File: src/rtl/hcbp_ram.sv
// Generic single-clock RAM with one write port and one registered read port.
// It depends on no other file.
`default_nettype none
module hcbp_ram #(
  parameter int WIDTH = 8,
  parameter int DEPTH = 256
) (
  input  wire logic                     clk,
  input  wire logic                     wr_en,
  input  wire logic [$clog2(DEPTH)-1:0] wr_addr,
  input  wire logic [WIDTH-1:0]         wr_data,
  input  wire logic [$clog2(DEPTH)-1:0] rd_addr,
  output logic      [WIDTH-1:0]         rd_data
);

  logic [WIDTH-1:0] mem [DEPTH];

  always_ff @(posedge clk) begin
    if (wr_en) begin
      mem[wr_addr] <= wr_data;
    end
    rd_data <= mem[rd_addr];
  end

endmodule
`default_nettype wire

File: config.mk
export PLATFORM = sky130hd
export DESIGN_NAME = hcbp_ram
export DESIGN_NICKNAME = d
export VERILOG_FILES = /design/src/rtl/hcbp_ram.sv
export SDC_FILE = /design/constraint.sdc
export NUM_CORES = 2
export LEC_CHECK = 0
export BUFFER_PORTS_ARGS = -buffer_cell sky130_fd_sc_hd__buf_2
export CAP_MARGIN = 10
export CORE_MARGIN = 4
export CORE_UTILIZATION = 57
export DETAILED_ROUTE_END_ITERATION = 12
export GPL_ROUTABILITY_DRIVEN = 0
export PLACE_DENSITY = 0.73
export SYNTH_ARGS = -nofsm -noshare
export SYNTH_HDL_FRONTEND = slang
export SYNTH_SLANG_ARGS = --single-unit
File: constraint.sdc
create_clock -name clk -period 2.6 [get_ports clk]
set_input_delay 0.52 -clock clk [delete_from_list [all_inputs] [get_ports clk]]
set_output_delay 0.52 -clock clk [all_outputs]
set_load 0.1 [all_outputs]
# Word level (Yosys, flattened, before mapping)

Memory sizes are Yosys's and may differ from the RTL's. A register that Yosys moved wholly into a read port is not among the register bits.
Index checks and enable logic that the tools add are counted.
W data, S select, Z words.

Flip-flop bits (word level): 0
Memory bits (writable): 2,048
Bits of input ports: 26
Output and inout port bits: 8
Memories kept: 1

Multiplexer cells: 2

Memory list:

| memory | depth | bits a word | read ports | clocked after Yosys merged registers in | write ports | line | RTL |
|---|---|---|---|---|---|---|---|
| mem    | 256   | 8           | 1          | 1                                       | 1           | 16   | `logic [WIDTH-1:0] mem [DEPTH];` |

Operators with widths:

| kind    | number |
|---|---|
| $mux W1 | 2 |

# Depth between registers and ports, before layout

Depth in word-level cells: 2
Gate-level depth with buffers: 11

# Least setup slack after synthesis

OpenSTA, ideal clock, no wires.

Path type: input to register
Start point: in rd_addr[0]
End point: reg rd_data[2], read port of mem
Setup time: 0.131 ns
Arrival time: 2.327 ns
Data required time: 2.469 ns
Slack: 0.142 ns
Stages on the path: 9
Path buffers: 4
Path through: buf_6 > buf_12 > buf_8 > buf_2 > mux4_2 > a22oi_1 > a21oi_1 > nor4_1 > nor4_2

RTL lines:

| item               | line | RTL |
|---|---|---|
| start: declaration | 12   | `input wire logic [$clog2(DEPTH)-1:0] rd_addr,` |
| end: declaration   | 13   | `output logic [WIDTH-1:0] rd_data` |

==> impl_metrics.json <==
{
  "wl_um": 199000,
  "critPathArrivalTime_ns": 3.38,
  "cts_htree_levels": 4,
  "netlist.area_leader.share_pct": 77.3,
  "end_kind": "flop",
  "ios": 34,
  "clk_pin_slew_worst_paths_ns": 0.06,
  "cp-start-kind": "input pin",
  "synth_area_um2": 79600,
  "combPwrFrac_pct": 5.9,
  "final_nets": 4464,
  "grt_overflow_total": 0,
  "synthToLayoutAreaGrowth_pct": 17.0,
  "finalMaxSlewViolations": 0,
  "pwr-share-clk_pct": 40.0,
  "wl_met3_um": 22100,
  "fin_crit_ns": 2.68,
  "fmax_mhz": 373,
  "cts.sink_count": 2056,
  "tightestPinTransition_ns": 0.929,
  "synthTopCellsByArea": "edfxtp_1 77%, mux4_2 13%, mux2i_1 1.7%",
  "route.met2.wl_um": 95300,
  "synth_most_common_cell": "edfxtp_1",
  "p_sw_share_pct": 21.5,
  "async_flop_share_pct": 0,
  "dieWidth_um": 382,
  "hold_path_class": "in -> reg",
  "relSlewSlack_pct": 37.5,
  "violations": "negative setup slack",
  "yosysWarnings": 0,
  "met1_length_um": 73800,
  "yosysTopAreaCell": "edfxtp_1",
  "ir_drop_mv": 0.649,
  "vias": 42200,
  "synth_edf_count": 2048,
  "power.total_mw": 67.7,
  "clk_path_buf_depth": 3,
  "cts-root-buf": "clkbuf_16",
  "core_um2": 138000,
  "power.switching_mw": 14.6,
  "synth_cell_type_count": 55,
  "grt_pass1_vias": 42200,
  "ys.flop_type": "edfxtp_1",
  "post-place-ws_ns": -0.932,
  "insertion_delay_ns": 0.85,
  "grt_pass1_wl_um": 292000,
  "drv_cap": 0,
  "grt_max_degree": 86,
  "hold_viol_final": 0,
  "cts_tree": "built",
  "holdBufCountCts": 0,
  "synth_seq_area_share_pct": 77.5,
  "synth_top_cells_by_count": "2,048 x edfxtp_1, 454 x mux4_2, 282 x nor2_1, 134 x mux2i_1, 133 x a22oi_1",
  "wl_per_cell_um": 30.7,
  "critPathRequiredTime_ns": 3.30,
  "drt-initial-drc-count": 6166,
  "layout_setup_ws_ns": -0.0822,
  "maxUsedRoutingLayer": "met5",
  "power_leakage_nw": 30.3,
  "initial_core_util_pct": 57.6,
  "critPathKind": "in -> reg",
  "ant_nets": 0,
  "drc": 0,
  "p_per_area_nw_per_um2": 727,
  "grtUsageTotal_pct": 27.6,
  "sequentialPowerShare_pct": 54.1,
  "power.internal_mw": 53.1,
  "fillers": 8358,
  "fin_skew_ns": 0.0443,
  "drive_gt1_share_pct": 32.3,
  "rows": 136,
  "antenna_found_initial": 6,
  "cts_buffers": 195,
  "outcome": "finished with violations",
  "io_buffers": 33,
  "period_share_pct": 103,
  "vias_per_cell": 6.52,
  "die-area_um2": 146000,
  "setup_violations": 1,
  "first_pass_iters": 6,
  "syn_nets": 3759,
  "avgSynthCellArea_um2": 21.3,
  "die_y_um": 382,
  "dp_hpwl_um": 129000,
  "netlist_instances": 3733,
  "crit_fanout": 22,
  "rsz0062_at_grt": "no",
  "synth_seq_cells": 2056
}
==> metrics by stage <==
step | hold WS (ns) | util, % | std cells | TNS, ns | cell area, um^2
after CTS | 0.0923 | 67.4 | 6457 | 0 | 93100
final | 0.121 | 67.5 | 6462 | -0.0822 | 93100
after detailed placement | 0.998 | 63.0 | 6104 | -5.36 | 87000
after global routing | 0.105 | 67.5 | 6457 | 0 | 93100
after floorplan | 0.619 | - | 3733 | 0 | 79600
after global placement | 0.986 | 63.0 | 6104 | -5.15 | 87000
==> metal layers <==
metal,GRT usage (%),vias up
li1,-,17100
met1,39.6,22000
met2,43.1,2634
met3,5.93,409
met4,9.23,6
met5,0,-
==> cell type report <==
type                       instances  area (um^2)  share of cell area [%]
antenna                            5         12.5                  0.0134
sequential                      2056        61700                    66.2
inverter                           2         7.51                 0.00806
tap                             1863         2330                    2.50
clock inverter                   104          922                   0.990
timing repair buffer             741         6520                    7.00
clock buffer                     249         5140                    5.53
multi-input combinational       1442        16500                    17.7
==> worst max-delay path, cell delays in order <==
cell      delay (ns)
buf_8           0.26
buf_12          0.25
buf_4           0.21
mux2i_1         0.32
o221ai_1        0.24
o22ai_1         0.21
nor3_1          0.11
buf_4           0.14
nor4_1          0.76
buf_4           0.24
nor4_1          0.05
==> placed cells by master, fill, tap and decap left out, types with 33 or more instances in the layout <==
cell	Yosys	routed
a21oi_1	96	96
a22oi_1	133	133
buf_12	8	75
buf_4	27	634
clkbuf_1	111	50
clkbuf_16	0	197
clkinv_1	1	40
clkinv_2	0	34
edfxtp_1	2048	2048
mux2i_1	134	134
mux4_2	454	454
nand2_1	33	33
nand3_1	34	34
nor2_1	282	279
o221ai_1	46	46
==> logic make-up after synthesis <==
family / synth area share (%)
muxes: 14.6
DFF: 77.5
and+or+nand+nor: 2.63
buffers and inverters: 1.83
AOI/OAI and AO/OA: 3.42
==> path summary, 6_finish.rpt <==
path | slack, ns | end | start | cells after the start
max reg2reg | 0.04 | rd_data[4] | mem[237][4] | 8
max | -0.08 | rd_data[4] | rd_addr[0] | 11
min reg2reg | 1.02 | rd_data[3] | mem[40][3] | 7
min | 0.12 | mem[83][2] | wr_data[2] | 1
==> registers in the layout, summed over array words and instances, names as in the netlist <==
name,count
mem,2048
rd_data,8
==> power by group through the flow <==
stage / registers (mW) / clock network (mW) / logic [mW]
after floorplan: 37.4 / 0 / 1.77
after global placement: 37.3 / 0 / 3.86
after detailed placement: 37.3 / 0 / 3.94
after CTS: 36.6 / 27.4 / 3.97
after global routing: 36.6 / 28.9 / 4.16
final: 36.6 / 27.1 / 3.98
==> timing repair <==
action                     CTS  global route
pin swaps                    0             0
resized for setup            1             3
setup buffers                0             0
setup endpoints to repair    1             3
Power figures use the tool's default switching activity.
